`src/rtl/assert_macros.svh`:
```
// Assertion helpers shared by the RTL files.
// Each macro expects clk and arst_n to be visible in the module that uses it.
`ifndef ASSERT_MACROS_SVH
`define ASSERT_MACROS_SVH

// Check cons in the same cycle whenever ante holds.
`define AST_SAME(lbl, ante, cons, msg) \
	lbl: assert property (@(posedge clk) disable iff (!arst_n) (ante) |-> (cons)) \
		else $error(msg);

// Check cons in the cycle after ante holds.
`define AST_NEXT(lbl, ante, cons, msg) \
	lbl: assert property (@(posedge clk) disable iff (!arst_n) (ante) |=> (cons)) \
		else $error(msg);

`endif

```
`src/rtl/esbcd_pkg.sv`:
```
package esbcd_pkg;

	localparam int unsigned SECS_W   = 32;
	localparam int unsigned DAYS_W   = 16;
	localparam int unsigned YEAR_W   = 12;
	localparam int unsigned CNT_W    = 1;

	localparam logic [SECS_W-1:0] DAY_SECS  = 32'd86400;
	localparam logic [SECS_W-1:0] HOUR_SECS = 32'd3600;
	localparam logic [SECS_W-1:0] MIN_SECS  = 32'd60;

	// quotient = (x * RECIP) >> shift, exact over the reachable range of x
	//   days:    x = count >> 7 (25 bits), divide by 675, shift 35
	//   hours:   x = rest >> 4 (13 bits), divide by 225, shift 21
	//   minutes: x = rest >> 2 (10 bits), divide by 15, shift 14
	// constants are sized to the product; the useful widths are 26, 14 and 11 bits
	localparam logic [50:0] DAY_RECIP  = 51'd50903317;
	localparam logic [25:0] HOUR_RECIP = 26'd9321;
	localparam logic [19:0] MIN_RECIP  = 20'd1093;

	// two steps per split pass: quotient, then multiply back and subtract
	localparam logic [CNT_W-1:0] STEP_QUO  = 1'b1;
	localparam logic [CNT_W-1:0] STEP_BACK = 1'b0;

	localparam logic [YEAR_W-1:0] CENTURY_YEAR = 12'd2100;
	localparam logic [3:0]        LAST_MONTH   = 4'd12;
	localparam logic [3:0]        FEB          = 4'd2;

	typedef enum logic [2:0] {
		ST_IDLE,
		ST_DAY,
		ST_HOUR,
		ST_MIN,
		ST_YEAR,
		ST_MONTH,
		ST_DONE
	} state_t;

	typedef enum logic [2:0] {
		CMD_NONE,
		CMD_LOAD,
		CMD_DAY,
		CMD_HOUR,
		CMD_MIN,
		CMD_YEAR,
		CMD_MONTH,
		CMD_PUBLISH
	} cmd_t;

	typedef struct packed {
		logic last_step;
		logic year_end;
		logic month_end;
		logic out_busy;
	} status_t;

	// days in a month of a common year
	function automatic logic [4:0] month_days(input logic [3:0] m);
		logic [4:0] d;
		case (m)
			4'd2:    d = 5'd28;
			4'd4:    d = 5'd30;
			4'd6:    d = 5'd30;
			4'd9:    d = 5'd30;
			4'd11:   d = 5'd30;
			default: d = 5'd31;
		endcase
		return d;
	endfunction

	// binary 0..99 to packed BCD
	function automatic logic [7:0] to_bcd(input logic [6:0] v);
		logic [3:0] tens;
		logic [6:0] ones;
		tens = 4'd0;
		for (int i = 1; i < 10; i++) begin
			if (v >= 7'(10 * i))
				tens = 4'(i);
		end
		ones = v - 7'(tens) * 7'd10;
		return {tens, ones[3:0]};
	endfunction

endpackage

```
`src/rtl/esbcd_ctrl.sv`:
```
module esbcd_ctrl (
	input  logic              clk,
	input  logic              arst_n,
	input  logic              in_valid,
	output logic              in_ready,
	input  esbcd_pkg::status_t status,
	output esbcd_pkg::cmd_t    cmd
);

	esbcd_pkg::state_t state_q, state_d;

	always_ff @(posedge clk or negedge arst_n) begin
		if (!arst_n) begin
			state_q <= esbcd_pkg::ST_IDLE;
		end else begin
			state_q <= state_d;
		end
	end

	always_comb begin
		state_d = state_q;
		case (state_q)
			esbcd_pkg::ST_IDLE: begin
				if (in_valid)
					state_d = esbcd_pkg::ST_DAY;
			end
			esbcd_pkg::ST_DAY: begin
				if (status.last_step)
					state_d = esbcd_pkg::ST_HOUR;
			end
			esbcd_pkg::ST_HOUR: begin
				if (status.last_step)
					state_d = esbcd_pkg::ST_MIN;
			end
			esbcd_pkg::ST_MIN: begin
				if (status.last_step)
					state_d = esbcd_pkg::ST_YEAR;
			end
			esbcd_pkg::ST_YEAR: begin
				if (status.year_end)
					state_d = esbcd_pkg::ST_MONTH;
			end
			esbcd_pkg::ST_MONTH: begin
				if (status.month_end)
					state_d = esbcd_pkg::ST_DONE;
			end
			esbcd_pkg::ST_DONE: begin
				if (!status.out_busy)
					state_d = esbcd_pkg::ST_IDLE;
			end
			default: state_d = esbcd_pkg::ST_IDLE;
		endcase
	end

	always_comb begin
		in_ready = 1'b0;
		cmd      = esbcd_pkg::CMD_NONE;
		case (state_q)
			esbcd_pkg::ST_IDLE: begin
				in_ready = 1'b1;
				if (in_valid)
					cmd = esbcd_pkg::CMD_LOAD;
			end
			esbcd_pkg::ST_DAY:   cmd = esbcd_pkg::CMD_DAY;
			esbcd_pkg::ST_HOUR:  cmd = esbcd_pkg::CMD_HOUR;
			esbcd_pkg::ST_MIN:   cmd = esbcd_pkg::CMD_MIN;
			esbcd_pkg::ST_YEAR:  cmd = esbcd_pkg::CMD_YEAR;
			esbcd_pkg::ST_MONTH: cmd = esbcd_pkg::CMD_MONTH;
			esbcd_pkg::ST_DONE: begin
				// hold until the output register can take the beat
				if (!status.out_busy)
					cmd = esbcd_pkg::CMD_PUBLISH;
			end
			default: cmd = esbcd_pkg::CMD_NONE;
		endcase
	end

endmodule

```
`src/rtl/esbcd_dp.sv`:
```
`include "assert_macros.svh"

module esbcd_dp #(
	parameter int unsigned EPOCH_YEAR = 1978
) (
	input  logic                           clk,
	input  logic                           arst_n,
	input  esbcd_pkg::cmd_t                cmd,
	output esbcd_pkg::status_t             status,
	input  logic [esbcd_pkg::SECS_W-1:0]   seconds_count,
	output logic                           out_valid,
	input  logic                           out_ready,
	output logic [6:0]                     seconds_bcd,
	output logic [6:0]                     minutes_bcd,
	output logic [5:0]                     hours_bcd,
	output logic [5:0]                     date_bcd,
	output logic [7:0]                     month_century_bcd,
	output logic [7:0]                     year_bcd
);

	localparam int unsigned EpochYy = EPOCH_YEAR % 100;
	localparam logic [esbcd_pkg::YEAR_W-1:0] YEAR_INIT = esbcd_pkg::YEAR_W'(EPOCH_YEAR);
	localparam logic [1:0] M4_INIT   = 2'(EPOCH_YEAR % 4);
	localparam logic [6:0] M100_INIT = 7'(EpochYy);
	localparam logic [8:0] M400_INIT = 9'(EPOCH_YEAR % 400);
	localparam logic [3:0] YY_TENS_INIT = 4'(EpochYy / 10);
	localparam logic [3:0] YY_ONES_INIT = 4'(EpochYy % 10);

	logic [esbcd_pkg::SECS_W-1:0]   rem_q;
	logic [esbcd_pkg::CNT_W-1:0]    cnt_q;
	logic [esbcd_pkg::DAYS_W-1:0]   days_q;
	logic [4:0]                     hour_q;
	logic [5:0]                     min_q;
	logic [esbcd_pkg::YEAR_W-1:0]   year_q;
	logic [1:0]                     m4_q;
	logic [6:0]                     m100_q;
	logic [8:0]                     m400_q;
	logic [3:0]                     yy_tens_q;
	logic [3:0]                     yy_ones_q;
	logic [3:0]                     month_q;
	logic                           out_valid_q;

	logic [50:0]                    day_prod;
	logic [25:0]                    hour_prod;
	logic [19:0]                    min_prod;
	logic [esbcd_pkg::SECS_W-1:0]   back_quo;
	logic [esbcd_pkg::SECS_W-1:0]   back_base;
	logic [esbcd_pkg::SECS_W-1:0]   back_prod;
	logic [esbcd_pkg::SECS_W-1:0]   rem_sub;
	logic                           leap;
	logic [8:0]                     year_len;
	logic [4:0]                     mon_len;
	logic                           year_end;
	logic                           month_end;
	logic [6:0]                     date_bin;
	logic [7:0]                     sec_bcd8;
	logic [7:0]                     min_bcd8;
	logic [7:0]                     hour_bcd8;
	logic [7:0]                     date_bcd8;
	logic [7:0]                     mon_bcd8;

	// reciprocal multiplies; the low bits of each divisor come off as a shift first
	assign day_prod  = {26'd0, rem_q[31:7]} * esbcd_pkg::DAY_RECIP;
	assign hour_prod = {13'd0, rem_q[16:4]} * esbcd_pkg::HOUR_RECIP;
	assign min_prod  = {10'd0, rem_q[11:2]} * esbcd_pkg::MIN_RECIP;

	// multiply the fresh quotient back and take it off the remainder
	always_comb begin
		case (cmd)
			esbcd_pkg::CMD_DAY: begin
				back_quo  = {16'd0, days_q};
				back_base = esbcd_pkg::DAY_SECS;
			end
			esbcd_pkg::CMD_HOUR: begin
				back_quo  = {27'd0, hour_q};
				back_base = esbcd_pkg::HOUR_SECS;
			end
			default: begin
				back_quo  = {26'd0, min_q};
				back_base = esbcd_pkg::MIN_SECS;
			end
		endcase
	end

	assign back_prod = back_quo * back_base;
	assign rem_sub   = rem_q - back_prod;

	assign leap     = (m4_q == 2'd0) && ((m100_q != 7'd0) || (m400_q == 9'd0));
	assign year_len = leap ? 9'd366 : 9'd365;
	assign mon_len  = esbcd_pkg::month_days(month_q) +
		5'((month_q == esbcd_pkg::FEB) && leap);
	assign year_end  = days_q < {{(esbcd_pkg::DAYS_W - 9){1'b0}}, year_len};
	assign month_end = (month_q == esbcd_pkg::LAST_MONTH) ||
		(days_q < {{(esbcd_pkg::DAYS_W - 5){1'b0}}, mon_len});

	assign status.last_step = (cnt_q == esbcd_pkg::STEP_BACK);
	assign status.year_end  = year_end;
	assign status.month_end = month_end;
	assign status.out_busy  = out_valid_q && !out_ready;

	always_ff @(posedge clk) begin
		case (cmd)
			esbcd_pkg::CMD_LOAD: begin
				rem_q     <= seconds_count;
				cnt_q     <= esbcd_pkg::STEP_QUO;
				year_q    <= YEAR_INIT;
				m4_q      <= M4_INIT;
				m100_q    <= M100_INIT;
				m400_q    <= M400_INIT;
				yy_tens_q <= YY_TENS_INIT;
				yy_ones_q <= YY_ONES_INIT;
			end
			esbcd_pkg::CMD_DAY: begin
				if (cnt_q == esbcd_pkg::STEP_QUO) begin
					days_q <= day_prod[50:35];
					cnt_q  <= esbcd_pkg::STEP_BACK;
				end else begin
					rem_q <= rem_sub;
					cnt_q <= esbcd_pkg::STEP_QUO;
				end
			end
			esbcd_pkg::CMD_HOUR: begin
				if (cnt_q == esbcd_pkg::STEP_QUO) begin
					hour_q <= hour_prod[25:21];
					cnt_q  <= esbcd_pkg::STEP_BACK;
				end else begin
					rem_q <= rem_sub;
					cnt_q <= esbcd_pkg::STEP_QUO;
				end
			end
			esbcd_pkg::CMD_MIN: begin
				// the remainder left here is the seconds
				if (cnt_q == esbcd_pkg::STEP_QUO) begin
					min_q <= min_prod[19:14];
					cnt_q <= esbcd_pkg::STEP_BACK;
				end else begin
					rem_q <= rem_sub;
				end
			end
			esbcd_pkg::CMD_YEAR: begin
				if (!year_end) begin
					days_q <= days_q - {{(esbcd_pkg::DAYS_W - 9){1'b0}}, year_len};
					year_q <= year_q + 1'b1;
					m4_q   <= m4_q + 1'b1;
					m100_q <= (m100_q == 7'd99) ? 7'd0 : m100_q + 1'b1;
					m400_q <= (m400_q == 9'd399) ? 9'd0 : m400_q + 1'b1;
					// advance the two-digit BCD year
					if (yy_ones_q == 4'd9) begin
						yy_ones_q <= 4'd0;
						yy_tens_q <= (yy_tens_q == 4'd9) ? 4'd0 : yy_tens_q + 1'b1;
					end else begin
						yy_ones_q <= yy_ones_q + 1'b1;
					end
				end
			end
			esbcd_pkg::CMD_MONTH: begin
				if (!month_end)
					days_q <= days_q - {{(esbcd_pkg::DAYS_W - 5){1'b0}}, mon_len};
			end
			default: begin
			end
		endcase
	end

	// month counter is reset so its range holds at all times
	always_ff @(posedge clk or negedge arst_n) begin
		if (!arst_n) begin
			month_q <= 4'd1;
		end else if (cmd == esbcd_pkg::CMD_LOAD) begin
			month_q <= 4'd1;
		end else if (cmd == esbcd_pkg::CMD_MONTH && !month_end) begin
			month_q <= month_q + 1'b1;
		end
	end

	assign date_bin  = {2'b00, days_q[4:0]} + 7'd1;
	assign sec_bcd8  = esbcd_pkg::to_bcd({1'b0, rem_q[5:0]});
	assign min_bcd8  = esbcd_pkg::to_bcd({1'b0, min_q});
	assign hour_bcd8 = esbcd_pkg::to_bcd({2'b00, hour_q});
	assign date_bcd8 = esbcd_pkg::to_bcd(date_bin);
	assign mon_bcd8  = esbcd_pkg::to_bcd({3'b000, month_q});

	always_ff @(posedge clk or negedge arst_n) begin
		if (!arst_n) begin
			out_valid_q <= 1'b0;
		end else if (cmd == esbcd_pkg::CMD_PUBLISH) begin
			out_valid_q <= 1'b1;
		end else if (out_ready) begin
			out_valid_q <= 1'b0;
		end
	end

	always_ff @(posedge clk) begin
		if (cmd == esbcd_pkg::CMD_PUBLISH) begin
			seconds_bcd       <= sec_bcd8[6:0];
			minutes_bcd       <= min_bcd8[6:0];
			hours_bcd         <= hour_bcd8[5:0];
			date_bcd          <= date_bcd8[5:0];
			month_century_bcd <= {year_q >= esbcd_pkg::CENTURY_YEAR, 2'b00, mon_bcd8[4:0]};
			year_bcd          <= {yy_tens_q, yy_ones_q};
		end
	end

	assign out_valid = out_valid_q;

	`AST_SAME(a_month_range, 1'b1, month_q >= 4'd1 && month_q <= esbcd_pkg::LAST_MONTH, "month out of range")
	`AST_SAME(a_publish_free, cmd == esbcd_pkg::CMD_PUBLISH, !(out_valid_q && !out_ready), "publish over a held beat")
	`AST_NEXT(a_publish_valid, cmd == esbcd_pkg::CMD_PUBLISH, out_valid_q, "published beat not valid")
	`AST_SAME(a_date_range, cmd == esbcd_pkg::CMD_PUBLISH, days_q < 16'd31, "day of month out of range")

endmodule

```
`src/rtl/epoch_seconds_to_bcd_calendar.sv`:
```
// Channel   Signals                                      Direction
// input     in_valid, in_ready, seconds_count            sink
// output    out_valid, out_ready, seconds_bcd ...        source
//           minutes_bcd, hours_bcd, date_bcd,
//           month_century_bcd, year_bcd
//
// One item at a time: the item is accepted, the count is split into days,
// hours, minutes and seconds (a reciprocal multiply and a multiply-back for each
// of days, hours and minutes), then the datapath walks the days one year per step
// and then one month per step, and the result is published.
// A finished result waits in the output register; a new item is taken while
// it waits, and only the publish step stalls on out_ready.
// Reset clears the controller and the output valid flag.
module epoch_seconds_to_bcd_calendar #(
	parameter int unsigned EPOCH_YEAR = 1978
) (
	input  logic                         clk,
	input  logic                         arst_n,
	input  logic                         in_valid,
	output logic                         in_ready,
	input  logic [esbcd_pkg::SECS_W-1:0] seconds_count,
	output logic                         out_valid,
	input  logic                         out_ready,
	output logic [6:0]                   seconds_bcd,
	output logic [6:0]                   minutes_bcd,
	output logic [5:0]                   hours_bcd,
	output logic [5:0]                   date_bcd,
	output logic [7:0]                   month_century_bcd,
	output logic [7:0]                   year_bcd
);

	esbcd_pkg::cmd_t    cmd;
	esbcd_pkg::status_t status;

	esbcd_ctrl u_ctrl (
		.clk      (clk),
		.arst_n   (arst_n),
		.in_valid (in_valid),
		.in_ready (in_ready),
		.status   (status),
		.cmd      (cmd)
	);

	esbcd_dp #(
		.EPOCH_YEAR (EPOCH_YEAR)
	) u_dp (
		.clk               (clk),
		.arst_n            (arst_n),
		.cmd               (cmd),
		.status            (status),
		.seconds_count     (seconds_count),
		.out_valid         (out_valid),
		.out_ready         (out_ready),
		.seconds_bcd       (seconds_bcd),
		.minutes_bcd       (minutes_bcd),
		.hours_bcd         (hours_bcd),
		.date_bcd          (date_bcd),
		.month_century_bcd (month_century_bcd),
		.year_bcd          (year_bcd)
	);

endmodule

```
`config.mk`:
```
export PLATFORM = sky130hd
export DESIGN_NAME = epoch_seconds_to_bcd_calendar
export DESIGN_NICKNAME = d
export VERILOG_FILES = /design/src/rtl/esbcd_pkg.sv /design/src/rtl/esbcd_ctrl.sv /design/src/rtl/esbcd_dp.sv /design/src/rtl/epoch_seconds_to_bcd_calendar.sv
export VERILOG_INCLUDE_DIRS = /design/src /design/src/rtl
export SDC_FILE = /design/constraint.sdc
export NUM_CORES = 1
export LEC_CHECK = 0
export BUFFER_PORTS_ARGS = -buffer_cell sky130_fd_sc_hd__clkbuf_2
export CAP_MARGIN = 20
export CORE_UTILIZATION = 49
export CTS_BUF_LIST = sky130_fd_sc_hd__clkbuf_16
export DETAILED_ROUTE_END_ITERATION = 7
export PLACE_DENSITY = 0.77
export SLEW_MARGIN = 5
export SYNTH_ARGS = -nofsm -noshare
export SYNTH_HDL_FRONTEND = slang
export SYNTH_SLANG_ARGS = --single-unit
```
`constraint.sdc`:
```
create_clock -name clk -period 10.2 [get_ports clk]
set_input_delay 2.04 -clock clk [delete_from_list [all_inputs] [get_ports clk]]
set_output_delay 2.04 -clock clk [all_outputs]
set_load 0.05 [all_outputs]
```
==> metrics.txt <==
n_diodes=0; commonest register cell after synthesis=edfxtp_1; final wirelength=between 60 and 70 mm; Post-CTS Repair Setup Buffers=0; DRC viols=0; grt total ovfl=0; metal1 wirelength=around 26 mm; Met3 Routed Length=between 4 and 5 mm; Die W=~240 um; via count=18405; Final Max Tran Viols=0; top area cells in the synthesized netlist=fa_1 (29%), ha_1 (26%), edfxtp_1 (16%), inv_1 (9.4%), xnor2_1 (2.3%); async set or reset register ratio after synthesis=0.0548; First-pass DRT Iterations=5; Setup TNS=0 ns; status=completed; critical path peak fanout=17; initial antenna violation count=2; core area=between 0.05 and 0.06 mm^2; Post-CTS Resized=0; CTS tree=yes; gr usage total=0.234; layout cells sized above 1=0.0538; Yosys cell types=73; Yosys top cell by area=fa_1; Worst EP required=around 10 ns; Placed Cells=between 3000 and 4000; TritonCTS Buffers=17; hpwl dp=~50 mm; fin crit share=0.781; clock sink count=approximately 150; CP Launch Point=u_ctrl.state_q[1]$_DFFE_PN0P_; Tmin final=between 7 and 8 ns; Syn-to-layout area delta=7.94%; Die ar.=approximately 0.055 mm^2; Maximum Capacitance Violations=0; worst-case clock buffer depth=2; FF-to-FF End=u_dp.rem_q[27]$_DFFE_PP_; WHS Endpoint=u_dp.year_bcd[6]$_DFFE_PP_; IO buf count=77; via density per instance=~5.3; Die Y-Extent=about 240 um; RSZ-0062 raised after global routing=false; Max Freq=between 100 and 150 MHz; Tightest Hold Check Type=reg -> reg; Iter 0 DRT Violations=between 1000 and 1500; crit path kind=reg -> reg; Multi-input gate area=between 0.015 and 0.02 mm^2; Routability Congestion=0.944; Wirelength per Cell=roughly 17 um; top cell type's share of synthesized area=0.288; NumNets Final=about 3800; clk root buf=clkbuf_16; H-tree depth=4; number of flops mapped to enable cells by yosys=~140; FF/Latch Area=approximately 0.0043 mm^2; vias in the first global route=19291; Post-Synthesis Cells=approximately 2600; Max Used Layer=met5; Least-Margin Pin Slew=between 1 and 1.5 ns; Hold Path Origin=u_dp.yy_tens_q[2]$_SDFFCE_PN1P_; Hold Fails Final Rpt=0; final setup fails=0; insertion delay to the later sink of the worst-skew pair=about 0.51 ns; cell area after synthesis=roughly 0.027 mm^2; Critical Path AT=8.20 ns; share of the yosys chip area belonging to registers=0.163; yosys warns=0; synthesized flop and latch total=146; R2R setup slack=about 2.2 ns; Starting Density=0.496; syn_area_per_cell=10.1 um^2; filler instances=4608; Critical Path Start Type=flop; top cells by count, synth=inv_1 (669), ha_1 (554), fa_1 (384); WL met2=around 28 mm; largest net degree at the start of global routing=67; FP Rows=85; R2R cell count=23; Antenna Nets Post-Route=0; max_slew headroom=0.274; clk slew on worst S/H paths=~0.08 ns; Reg-to-Reg Start=u_ctrl.state_q[1]$_DFFE_PN0P_; Post-CTS Hold Fix Bufs=0; Ports=80; global-route wire length before repair=approximately 100 mm; Clock Skews=approximately 0.024 ns; Hold Path Stages=0; Crit. End Element=flop; most numerous cell in the Yosys netlist=inv_1; Finished Layout Cells=around 3500
## cell families after synthesis
group,Yosys count,synth area share
adder cells (fa/ha/maj),939,0.548
buffers and inverters,710,0.100
AND/OR/NAND/NOR,401,0.0717
AO/OA/AOI/OAI,332,0.0780
flip-flops,146,0.163
XOR/XNOR,110,0.0361
multiplexers,7,0.00309
other,2,0.000281
## how the worst max path moves through the flow
stage | slack, ns | to
6_report | 2.24 | u_dp.rem_q[27]$_DFFE_PP_
2_1_floorplan | 1.58 | u_dp.yy_tens_q[0]$_SDFFCE_PN1P_
4_1_cts | 2.35 | u_dp.rem_q[27]$_DFFE_PP_
5_1_grt | 1.72 | u_dp.rem_q[27]$_DFFE_PP_
3_5_place_dp | 2.38 | u_dp.rem_q[27]$_DFFE_PP_
3_3_place_gp | 2.54 | u_dp.rem_q[31]$_DFFE_PP_
## sequential cells by signal, summed over array words and instances (netlist names), 6 cells and up
name	cells
u_dp.min_q	6
u_dp.seconds_bcd	7
u_dp.m400_q	9
u_dp.month_century_bcd	6
u_dp.hours_bcd	6
u_dp.rem_q	32
u_dp.date_bcd	6
u_dp.year_q	12
u_dp.m100_q	7
u_dp.minutes_bcd	7
u_dp.year_bcd	8
u_dp.days_q	16
## worst max-delay path, stage by stage, from the launching register on
cell	delay [ns]
dfrtp_1	0.55
nand2b_1	0.28
nor2_1	0.84
nand2_1	0.37
fa_1	0.62
inv_1	0.05
fa_1	0.50
ha_1	0.16
inv_1	0.06
fa_1	0.50
fa_1	0.51
inv_1	0.07
fa_1	0.53
inv_1	0.05
ha_1	0.35
a211oi_1	0.30
nand3b_1	0.14
a2111oi_2	0.41
nor4b_1	0.14
o21ai_1	0.46
a21oi_1	0.19
a31oi_1	0.33
xor2_1	0.19
o21ai_0	0.10
## placed cells by master (no fill, tap or decap), drive strengths merged, types with 69 or more instances in the layout
| cell | n |
|---|---|
| nor2 | 88 |
| xnor2 | 69 |
| inv | 677 |
| o21ai | 94 |
| nand2 | 142 |
| ha | 554 |
| edfxtp | 138 |
| a21oi | 92 |
| fa | 384 |
| clkbuf | 94 |
| conb | 72 |
## final cells by class
| cell class | instances | share of cell area |
|---|---|---|
| clock inverter | 15 | 0.00569 |
| clock buffer | 17 | 0.0148 |
| multi-input combinational | 1861 | 0.693 |
| tap | 696 | 0.0302 |
| sequential | 146 | 0.151 |
| timing repair buffer | 97 | 0.0186 |
| inverter | 669 | 0.0871 |
## per-stage QoR
| step | util | instance area [um^2] | hold slack [ns] | setup slack (ns) |
|---|---|---|---|---|
| global placement | 0.525 | 28200 | 0.480 | 2.54 |
| floorplan | - | 27000 | 0.417 | 1.58 |
| detailed placement | 0.525 | 28200 | 0.481 | 2.38 |
| CTS | 0.536 | 28800 | 0.508 | 2.35 |
| global route | 0.536 | 28800 | 0.517 | 1.72 |
| finish | 0.536 | 28800 | 0.509 | 2.24 |
## layer usage
layer	global-route usage	vias up
li1	-	8775
met4	0.0909	4
met5	0	-
met1	0.303	9030
met3	0.0598	127
met2	0.376	469
Power is left out: the tool's default activity adds up to more than one toggle a clock period on the data nets, which glitch-free logic cannot reach.
